[src/hdl/arp_pkg.sv]
// ----------------------------------------------------------------------------
// Association response parser package
// Phase encoding, status codes, tag bytes and sizing constants shared by the
// parser.
// ----------------------------------------------------------------------------
package arp_pkg;

  localparam int DEF_MAX_MESSAGE_BYTES = 4096;
  localparam int TITLE_BYTES           = 8;

  localparam logic [7:0] DEF_RESPONSE_TAG = 8'h61;
  localparam logic [7:0] TAG_CONTEXT      = 8'h06;
  localparam logic [7:0] TAG_RESULT       = 8'h02;
  localparam logic [7:0] TAG_DIAG         = 8'hA1;
  localparam logic [7:0] TAG_CTX80        = 8'h80;
  localparam logic [7:0] TAG_USERINFO     = 8'hBE;
  localparam logic [7:0] TAG_INITIATE     = 8'h81;
  localparam logic [7:0] BYTE_ZERO        = 8'h00;
  localparam logic [7:0] BYTE_ONE         = 8'h01;

  typedef enum logic [1:0] {
    ST_OK        = 2'd0,
    ST_SHORT     = 2'd1,
    ST_PARSE_ERR = 2'd2,
    ST_OVERRUN   = 2'd3
  } status_t;

  // Order matters: the initiate-body phases form one contiguous range.
  typedef enum logic [4:0] {
    PH_TAG, PH_HLEN, PH_CTX, PH_CLEN, PH_RES, PH_RVAL, PH_DIAG, PH_DLEN,
    PH_INV, PH_ILEN, PH_UI, PH_ULEN, PH_UTAG, PH_AUTH, PH_RLEN, PH_CONF,
    PH_VER, PH_VERV, PH_MECH, PH_MECHV, PH_TITLE, PH_TLEN, PH_TBYTES,
    PH_PDU, PH_PDUH, PH_PDUL, PH_REST, PH_DONE
  } phase_t;

endpackage

[src/hdl/assoc_response_parser.sv]
// ----------------------------------------------------------------------------
// Association response parser
// Walks a BER-TLV association response one byte per transaction and emits
// one decoded result on the final byte.
// ----------------------------------------------------------------------------
// Channel  Direction  Payload
// s_*      in         tdata: msg_byte; tlast: is_last
// m_*      out        tuser: status; tdata: decoded fields
// cfg_*    in         response_tag write
//
// One byte is accepted per cycle; the last byte loads the result into the
// output register. The parse step is a single pass of combinational logic on
// the phase register. s_tready drops only while a result waits and m_tready
// is low. Synchronous reset clears the parse state and sets the tag.
// ----------------------------------------------------------------------------
module assoc_response_parser
  import arp_pkg::*;
#(
  parameter int MAX_MESSAGE_BYTES = DEF_MAX_MESSAGE_BYTES
) (
  input  logic         clk,
  input  logic         rst,
  input  logic         s_tvalid,
  output logic         s_tready,
  input  logic [7:0]   s_tdata,   // [7:0] msg_byte
  input  logic         s_tlast,   // is_last
  output logic         m_tvalid,
  input  logic         m_tready,
  output logic [143:0] m_tdata,   // consumed_bytes[12:0], assoc_result[20:13],
                                  // auth_offset[32:21], auth_length[40:33],
                                  // protocol_version[48:41],
                                  // auth_mechanism[56:49], max_pdu_size[72:57],
                                  // sys_title[136:73], title_length[140:137]
  output logic [1:0]   m_tuser,   // status
  input  logic         cfg_we,
  input  logic [7:0]   cfg_wdata
);

  localparam int PW = $clog2(MAX_MESSAGE_BYTES + 2);
  localparam logic [PW-1:0] POS_SAT = PW'(MAX_MESSAGE_BYTES + 1);

  logic [7:0]    response_tag;
  phase_t        phase, phase_next;
  logic [PW-1:0] pos, pos_next;
  logic [31:0]   acc, acc_next;
  logic [6:0]    lbl, lbl_next;
  logic [7:0]    hdr, hdr_next;
  logic [31:0]   decl, decl_next;
  logic [31:0]   skip, skip_next;
  logic [33:0]   uie, uie_next;
  logic [33:0]   ine, ine_next;
  logic [1:0]    err, err_next;
  logic [7:0]    f_res, f_res_next, f_alen, f_alen_next;
  logic [11:0]   f_aoff, f_aoff_next;
  logic [7:0]    f_ver, f_ver_next, f_mech, f_mech_next;
  logic [15:0]   f_pdu, f_pdu_next;
  logic [63:0]   f_title, f_title_next, tacc, tacc_next;
  logic [3:0]    f_tlen, f_tlen_next;
  logic [7:0]    ttot, ttot_next, tgot, tgot_next;

  logic          s_acc, out_load;
  logic [143:0]  res_data;
  logic [1:0]    res_status;

  assign s_tready = !m_tvalid || m_tready;
  assign s_acc    = s_tvalid && s_tready;
  assign out_load = s_acc && s_tlast;

  // Length decoder shared by the HLEN, CLEN, DLEN, ULEN and RLEN phases
  logic        tl_done, tl_err;
  logic [6:0]  tl_lbl;
  logic [31:0] tl_acc;
  always_comb begin
    tl_done = 1'b0;
    tl_err  = 1'b0;
    tl_lbl  = lbl;
    tl_acc  = acc;
    if (lbl == 7'd0) begin
      if (!s_tdata[7]) begin
        tl_acc  = 32'(s_tdata);
        tl_done = 1'b1;
      end else if (s_tdata[6:0] == 7'd0) begin
        tl_err = 1'b1;
      end else begin
        tl_lbl = s_tdata[6:0];
        tl_acc = 32'd0;
      end
    end else begin
      tl_acc  = {acc[23:0], s_tdata};
      tl_lbl  = lbl - 7'd1;
      tl_done = (lbl == 7'd1);
    end
  end

  // One parse step for the incoming byte
  logic [7:0]  b;
  logic [33:0] pw, rem, ui_cand;
  logic [31:0] sk;
  phase_t      eph;
  logic [8:0]  tgot_inc;
  always_comb begin
    b = s_tdata;
    pw = 34'(pos);
    phase_next = phase; acc_next = acc; lbl_next = lbl; hdr_next = hdr;
    decl_next = decl; skip_next = skip; uie_next = uie; ine_next = ine;
    err_next = err; f_res_next = f_res; f_aoff_next = f_aoff;
    f_alen_next = f_alen; f_ver_next = f_ver; f_mech_next = f_mech;
    f_pdu_next = f_pdu; f_title_next = f_title; f_tlen_next = f_tlen;
    tacc_next = tacc; ttot_next = ttot; tgot_next = tgot;
    eph = phase;
    sk  = skip;
    ui_cand = pw + 34'd1 + 34'(tl_acc);
    tgot_inc = 9'(tgot) + 9'd1;
    // leave the initiate body once its end is reached
    if (phase inside {[PH_CONF:PH_REST]} && pw >= ine) begin
      sk  = 32'd0;
      eph = PH_UTAG;
      skip_next  = 32'd0;
      phase_next = PH_UTAG;
    end
    rem = (ine > pw) ? ine - pw : 34'd0;
    if (sk != 32'd0) begin
      skip_next = sk - 32'd1;
    end else begin
      // optional elements that are absent fall through to the next one
      if (eph == PH_CTX   && b != TAG_CONTEXT) eph = PH_RES;
      if (eph == PH_RES   && b != TAG_RESULT)  eph = PH_DIAG;
      if (eph == PH_DIAG  && b != TAG_DIAG)    eph = PH_INV;
      if (eph == PH_INV   && b != TAG_CTX80)   eph = PH_UI;
      if (eph == PH_TITLE && b != BYTE_ZERO && b != BYTE_ONE) eph = PH_PDU;
      phase_next = eph;
      case (eph)
        PH_TAG: begin
          if (b != response_tag) begin
            err_next = ST_PARSE_ERR; phase_next = PH_DONE;
          end else phase_next = PH_HLEN;
        end
        PH_HLEN: begin
          lbl_next = tl_lbl; acc_next = tl_acc;
          if (tl_err) begin
            err_next = ST_PARSE_ERR; phase_next = PH_DONE;
          end else if (tl_done) begin
            hdr_next = 8'(pw + 34'd1); decl_next = tl_acc; phase_next = PH_CTX;
          end
        end
        PH_CTX:  phase_next = PH_CLEN;
        PH_CLEN: begin
          lbl_next = tl_lbl; acc_next = tl_acc;
          if (tl_err) begin
            err_next = ST_PARSE_ERR; phase_next = PH_DONE;
          end else if (tl_done) begin
            skip_next = tl_acc; phase_next = PH_RES;
          end
        end
        PH_RES:  phase_next = PH_RVAL;
        PH_RVAL: begin
          f_res_next = b; phase_next = PH_DIAG;
        end
        PH_DIAG: phase_next = PH_DLEN;
        PH_DLEN: begin
          lbl_next = tl_lbl; acc_next = tl_acc;
          if (tl_err) phase_next = PH_ILEN;
          else if (tl_done) begin
            skip_next = tl_acc; phase_next = PH_INV;
          end
        end
        PH_INV:  phase_next = PH_ILEN;
        PH_ILEN: begin
          skip_next = 32'(b); phase_next = PH_UI;
        end
        PH_UI:   phase_next = (b == TAG_USERINFO) ? PH_ULEN : PH_DONE;
        PH_ULEN: begin
          lbl_next = tl_lbl; acc_next = tl_acc;
          if (tl_err) phase_next = PH_DONE;
          else if (tl_done) begin
            uie_next = ui_cand; phase_next = PH_UTAG;
          end
        end
        PH_UTAG: begin
          if (pw >= uie) phase_next = PH_DONE;
          else if (b == TAG_CTX80) phase_next = PH_AUTH;
          else if (b == TAG_INITIATE) begin
            lbl_next = 7'd0; phase_next = PH_RLEN;
          end else phase_next = PH_DONE;
        end
        PH_AUTH: begin
          if (pw >= uie) phase_next = PH_DONE;
          else begin
            f_aoff_next = 12'(pw + 34'd1);
            f_alen_next = b;
            skip_next   = 32'(b);
            phase_next  = PH_UTAG;
          end
        end
        PH_RLEN: begin
          if (pw >= uie) phase_next = PH_DONE;
          else begin
            lbl_next = tl_lbl; acc_next = tl_acc;
            if (tl_err) phase_next = PH_DONE;
            else if (tl_done) begin
              if (ui_cand > uie) phase_next = PH_DONE;
              else begin
                ine_next = ui_cand;
                f_ver_next = 8'd0; f_mech_next = 8'd0; f_pdu_next = 16'd0;
                phase_next = (tl_acc < 32'd3) ? PH_REST : PH_CONF;
              end
            end
          end
        end
        PH_CONF: begin
          if (b == BYTE_ZERO) phase_next = PH_VER;
          else if (b == BYTE_ONE) begin
            skip_next = 32'd4; phase_next = PH_VER;
          end else phase_next = PH_REST;
        end
        PH_VER: begin
          if (rem < 34'd2) phase_next = PH_REST;
          else if (b == BYTE_ZERO) phase_next = PH_MECH;
          else if (b == BYTE_ONE) phase_next = PH_VERV;
          else phase_next = PH_REST;
        end
        PH_VERV: begin
          f_ver_next = b; phase_next = PH_MECH;
        end
        PH_MECH: begin
          if (rem < 34'd2) phase_next = PH_REST;
          else if (b == BYTE_ZERO) phase_next = PH_TITLE;
          else if (b == BYTE_ONE) phase_next = PH_MECHV;
          else phase_next = PH_REST;
        end
        PH_MECHV: begin
          f_mech_next = b; phase_next = PH_TITLE;
        end
        PH_TITLE: phase_next = (b == BYTE_ZERO) ? PH_PDU : PH_TLEN;
        PH_TLEN: begin
          if (34'(b) >= rem) phase_next = PH_REST;
          else begin
            ttot_next = b; tgot_next = 8'd0; tacc_next = 64'd0;
            phase_next = (b == 8'd0) ? PH_PDU : PH_TBYTES;
          end
        end
        PH_TBYTES: begin
          if (tgot < 8'(TITLE_BYTES)) tacc_next = {tacc[55:0], b};
          tgot_next = tgot_inc[7:0];
          if (tgot_inc >= 9'(ttot)) begin
            f_title_next = tacc_next;
            f_tlen_next  = (ttot > 8'(TITLE_BYTES)) ? 4'(TITLE_BYTES) : ttot[3:0];
            phase_next   = PH_PDU;
          end
        end
        PH_PDU:  phase_next = (b == BYTE_ONE && rem >= 34'd3) ? PH_PDUH : PH_REST;
        PH_PDUH: begin
          acc_next = 32'(b); phase_next = PH_PDUL;
        end
        PH_PDUL: begin
          f_pdu_next = {acc[7:0], b}; phase_next = PH_REST;
        end
        default: phase_next = eph;
      endcase
    end
  end

  // Final status from the state after this byte
  logic [32:0] hdr_sum;
  always_comb begin
    pos_next = (pos == POS_SAT) ? pos : pos + PW'(1);
    hdr_sum  = 33'(hdr_next) + 33'(decl_next);
    if (pos_next < PW'(2))                         res_status = ST_SHORT;
    else if (pos_next > PW'(MAX_MESSAGE_BYTES))    res_status = ST_OVERRUN;
    else if (hdr_next == 8'd0)                     res_status = ST_PARSE_ERR;
    else if (hdr_sum > 33'(pos_next))              res_status = ST_OVERRUN;
    else if (err_next != 2'd0)                     res_status = err_next;
    else if (phase_next == PH_CLEN)
      res_status = (lbl_next == 7'd0) ? ST_SHORT : ST_PARSE_ERR;
    else                                           res_status = ST_OK;
    if (res_status == ST_OK)
      res_data = {3'd0, f_tlen_next, f_title_next, f_pdu_next, f_mech_next,
                  f_ver_next, f_alen_next, f_aoff_next, f_res_next, hdr_sum[12:0]};
    else
      res_data = '0;
  end

  // Configuration register
  always_ff @(posedge clk) begin
    if (rst) response_tag <= DEF_RESPONSE_TAG;
    else if (cfg_we) response_tag <= cfg_wdata;
  end

  // Parse state: advance on each byte, clear after the last one
  always_ff @(posedge clk) begin
    if (rst || out_load) begin
      phase <= PH_TAG; pos <= '0; acc <= '0; lbl <= '0; hdr <= '0;
      decl <= '0; skip <= '0; uie <= '0; ine <= '0; err <= '0;
      f_res <= '0; f_aoff <= '0; f_alen <= '0; f_ver <= '0; f_mech <= '0;
      f_pdu <= '0; f_title <= '0; f_tlen <= '0; tacc <= '0; ttot <= '0;
      tgot <= '0;
    end else if (s_acc) begin
      phase <= phase_next; pos <= pos_next; acc <= acc_next; lbl <= lbl_next;
      hdr <= hdr_next; decl <= decl_next; skip <= skip_next; uie <= uie_next;
      ine <= ine_next; err <= err_next; f_res <= f_res_next;
      f_aoff <= f_aoff_next; f_alen <= f_alen_next; f_ver <= f_ver_next;
      f_mech <= f_mech_next; f_pdu <= f_pdu_next; f_title <= f_title_next;
      f_tlen <= f_tlen_next; tacc <= tacc_next; ttot <= ttot_next;
      tgot <= tgot_next;
    end
  end

  // Output register: hold the result until taken
  always_ff @(posedge clk) begin
    if (rst) m_tvalid <= 1'b0;
    else if (out_load) m_tvalid <= 1'b1;
    else if (m_tready) m_tvalid <= 1'b0;
  end

  always_ff @(posedge clk) begin
    if (out_load) begin
      m_tdata <= res_data;
      m_tuser <= res_status;
    end
  end

  // Checks
  a_rise_after_last: assert property (@(posedge clk) disable iff (rst)
    $rose(m_tvalid) |-> $past(s_tvalid && s_tready && s_tlast))
    else $error("result without a final byte");
  a_err_zero: assert property (@(posedge clk) disable iff (rst)
    (m_tvalid && m_tuser != ST_OK) |-> (m_tdata == '0))
    else $error("error result carries field data");
  a_pos_clear: assert property (@(posedge clk) disable iff (rst)
    (s_tvalid && s_tready && s_tlast) |=> (pos == '0 && phase == PH_TAG))
    else $error("parse state not cleared after final byte");
  a_tlen_max: assert property (@(posedge clk) disable iff (rst)
    m_tvalid |-> (m_tdata[140:137] <= 4'(TITLE_BYTES)))
    else $error("title length beyond limit");

endmodule
[config.mk]
export PLATFORM = sky130hd
export DESIGN_NAME = assoc_response_parser
export DESIGN_NICKNAME = d
export VERILOG_FILES = /design/src/hdl/arp_pkg.sv /design/src/hdl/assoc_response_parser.sv
export SDC_FILE = /design/constraint.sdc
export NUM_CORES = 2
export LEC_CHECK = 0
export BUFFER_PORTS_ARGS = -buffer_cell sky130_fd_sc_hd__buf_2
export CAP_MARGIN = 10
export CORE_UTILIZATION = 34
export CTS_BUF_LIST = sky130_fd_sc_hd__clkbuf_16
export DETAILED_ROUTE_END_ITERATION = 7
export PLACE_DENSITY = 0.52
export REMOVE_ABC_BUFFERS = 1
export SLEW_MARGIN = 20
export SYNTH_ARGS = -nofsm -noshare
export SYNTH_HDL_FRONTEND = slang
export SYNTH_SLANG_ARGS = --single-unit
[constraint.sdc]
create_clock -name clk -period 9.7 [get_ports clk]
set_clock_uncertainty 0.2 [all_clocks]
set_input_delay 0.485 -clock clk [delete_from_list [all_inputs] [get_ports clk]]
set_output_delay 0.485 -clock clk [all_outputs]
set_load 0.02 [all_outputs]
==> metrics.txt <==
run status complete, no violations; final setup fails 0; insertion delay to the later sink of the worst-skew pair roughly 0.64 ns; slew at the pin with the worst max-slew slack 1.20 ns; count of placed standard cells including taps between 5,000 and 6,000; worst slack on hold paths a little under 0.08 ns; sinks on the clock net between 500 and 600; DRT antenna net count 0; leading post-synthesis cells by cell area dfxtp_1 26%, edfxtp_1 13%, nor2_1 6.6%; Overflow after GRT 0; launch instance of the worst register-to-register path pos[12]; via count of the first global-routing pass 27,800; Max clock buf depth 3; number of instances in the synthesized netlist ~3,800; register bit total from synthesis around 560; ratio of final minimum period to clock period a little over nine tenths; biggest area consumer among synthesized cells dfxtp_1; maxcap violations 0; I/O pins 170; First-pass DRT Iterations 6; global-route wire length before repair between 150 and 200 mm; starting density of the core between 30% and 40%; Setup CP Type register to register; Total Routing Usage GR 23.6%; DRC violation total after the first TritonRoute iteration ~2,800; Die X-Extent just over 300 um; initial antenna violation count 2; via count just under 30,000; overall routed net length ~110 mm; number of buffers created by CTS slightly below 70; number of warnings issued by yosys 0; DIE HEIGHT a little over 300 um; master of the slowest instance on the critical path or4b_2; detailed-route vias per instance between 5 and 6; data arrival time at the worst-slack endpoint roughly 9.4 ns; Tmin final 9.10 ns; commonest non-fill, non-tap cells in the layout 559 x nor2_1, 414 x dfxtp_1, 352 x nand2_1, 311 x a21oi_1, 166 x buf_2; top-area cell type share of the netlist area approximately a quarter; proportion of layout cells with a drive suffix above 1 15.3%; share of synthesized flip-flops with an asynchronous set or reset 0%; H-tree depth 3; clock root buffer clkbuf_16; share of synthesized area occupied by flip-flops and latches between 30% and 40%; most frequent standard cell in the layout excluding fill and tap cells nor2_1; Achievable Freq between 100 and 150 MHz; Cell Pwr Density between 150 and 200 nW/um^2; clock tree from TritonCTS done; total power just over 7 mW; capturing element type of the critical path register; peak fanout along the critical path 19; Core Box Area 93,500 sq um; Hold Path Class primary input to register; synthesis-to-finish area growth 15.3%; Mapped Avg Cell Area about 8.4 sq um; maximum vdd drop roughly 0.12 mV; Wirelength per Cell between 20 and 25 um; final design utilization roughly two fifths; Placer Congestion between 0.9 and 1; Post-synth EDFFs about 140; Inserted Diodes 0; worst max-slew margin expressed relative to the limit between 20% and 30%; clock transition at the registers of the reported paths ~0.06 ns; cell leakage power between 10 and 15 nW; PortBufs around 170; Residual DRC 0; standard-cell row count about 110; number of distinct library cells after synthesis 96; pin count of the biggest net entering global routing 190; kind of start point of the critical path register; total number of nets in the final design 4,118; Max Slew Vio Count 0; FILL cells ~9,600; top flip-flop cell by instance count after synthesis dfxtp_1; placed wire-length estimate after detailed placement around 81 mm; Most Frequent Cell on Critical Path ha_1; mapped cell area 32,100 sq um; crit path launch pos[12]; die area 95,700 sq um; post-layout instance count excluding filler cells about 5,300; number of failing hold endpoints at the final stage 0; critical path's largest stage delay about 0.63 ns; min-delay src cfg_we; Crit path required time between 9 and 10 ns
==> through the flow <==
step	instance area (sq um)	worst slack, ns	TNS, ns
floorplan	30900	-5.60	-731.67
global placement	34800	0.473	0
detailed placement	34800	0.291	0
CTS	37000	0.238	0
global route	37000	-0.0167	-0.0183
finish	37000	0.595	0
==> flip-flops by register name (all words and copies together), names as in the netlist, 5 cells and up <==
name	cells
tgot	8
ine	33
f_mech	8
f_res	8
lbl	7
response_tag	8
f_pdu	16
hdr	8
ttot	8
f_aoff	12
f_title	64
f_alen	8
tacc	64
phase	5
uie	33
acc	32
f_ver	8
pos	13
m_tdata	141
skip	32
decl	32
==> path summary, 6_finish.rpt <==
check | endpoint | slack (ns) | cells after the start
hold / removal | response_tag[5] | 0.08 | 2
setup reg to reg | m_tdata[94] | 0.60 | 36
hold reg to reg | skip[16] | 0.25 | 2
setup / recovery | m_tdata[94] | 0.60 | 36
==> metal layers <==
layer	track usage, %	vias to the layer above	wire, um	share of wire, %
met5	0	-	0	0
met4	8.92	0	4050	3.5
met3	3.29	217	6680	5.8
met1	31.9	14200	51500	45
li1	-	14300	-	-
met2	38.1	1001	52700	46
==> cells by family (layout without fill, tap and decap cells) <==
| kind of cell | count (synthesis) | after routing | synth area share [%] |
|---|---|---|---|
| other | 1 | 3 | 0.0117 |
| AOI/OAI and AO/OA | 1106 | 1106 | 23.8 |
| muxes | 85 | 85 | 2.66 |
| DFF | 557 | 557 | 39.2 |
| buffers and inverters | 413 | 605 | 5.27 |
| adders and majority gates | 119 | 119 | 4.71 |
| and+or+nand+nor | 1458 | 1458 | 21.7 |
| xor gates and xnor gates | 98 | 98 | 2.67 |
==> Yosys cell counts, drive strengths merged, types with 22 or more instances <==
cell    number
a211oi     216
a21o        32
a21oi      312
a22oi      143
a31oi       37
and3        23
buf         38
clkbuf     244
dfxtp      414
edfxtp     143
ha         116
inv        130
mux2i       82
nand2      353
nand3       96
nand4       45
nor2       603
nor2b       25
nor3       115
nor4        58
o21ai      150
or2         24
or3         26
or4         22
xnor2       72
xor2        26
==> timing repair <==
action                                 in CTS  in global routing
setup endpoints to repair                   0                143
endpoints found under the hold margin       9                  0
gates resized for setup                     0                 12
hold buffers                               15                  0
setup buffers                               0                  3
==> where the power goes <==
part           leakage (nW)  switching, mW  internal, mW
Clock                  1.08           1.04          1.35
Sequential             4.72         0.0923          2.46
Combinational          7.45           1.56         0.718
Total                  13.3           2.69          4.52
==> area by class of cell <==
type | instances | area (sq um) | area share [%]
Sequential cell | 557 | 12600 | 34.0
Inverter | 131 | 497 | 1.34
Clock inverter | 55 | 319 | 0.862
Tap cell | 1254 | 1570 | 4.24
Timing Repair Buffer | 350 | 2350 | 6.35
Multi-Input combinational cell | 2869 | 18000 | 48.6
Clock buffer | 69 | 1730 | 4.66
==> worst max-delay path: cells and delay by family, from the launching register on <==
family	cells	cell delay, ns
compound gates	10	1.79
flops	1	0.34
simple gates	15	4.34
buf+inv	5	0.71
xor+xnor	1	0.14
fa+ha+maj	5	1.37
Power figures use the tool's default switching activity.
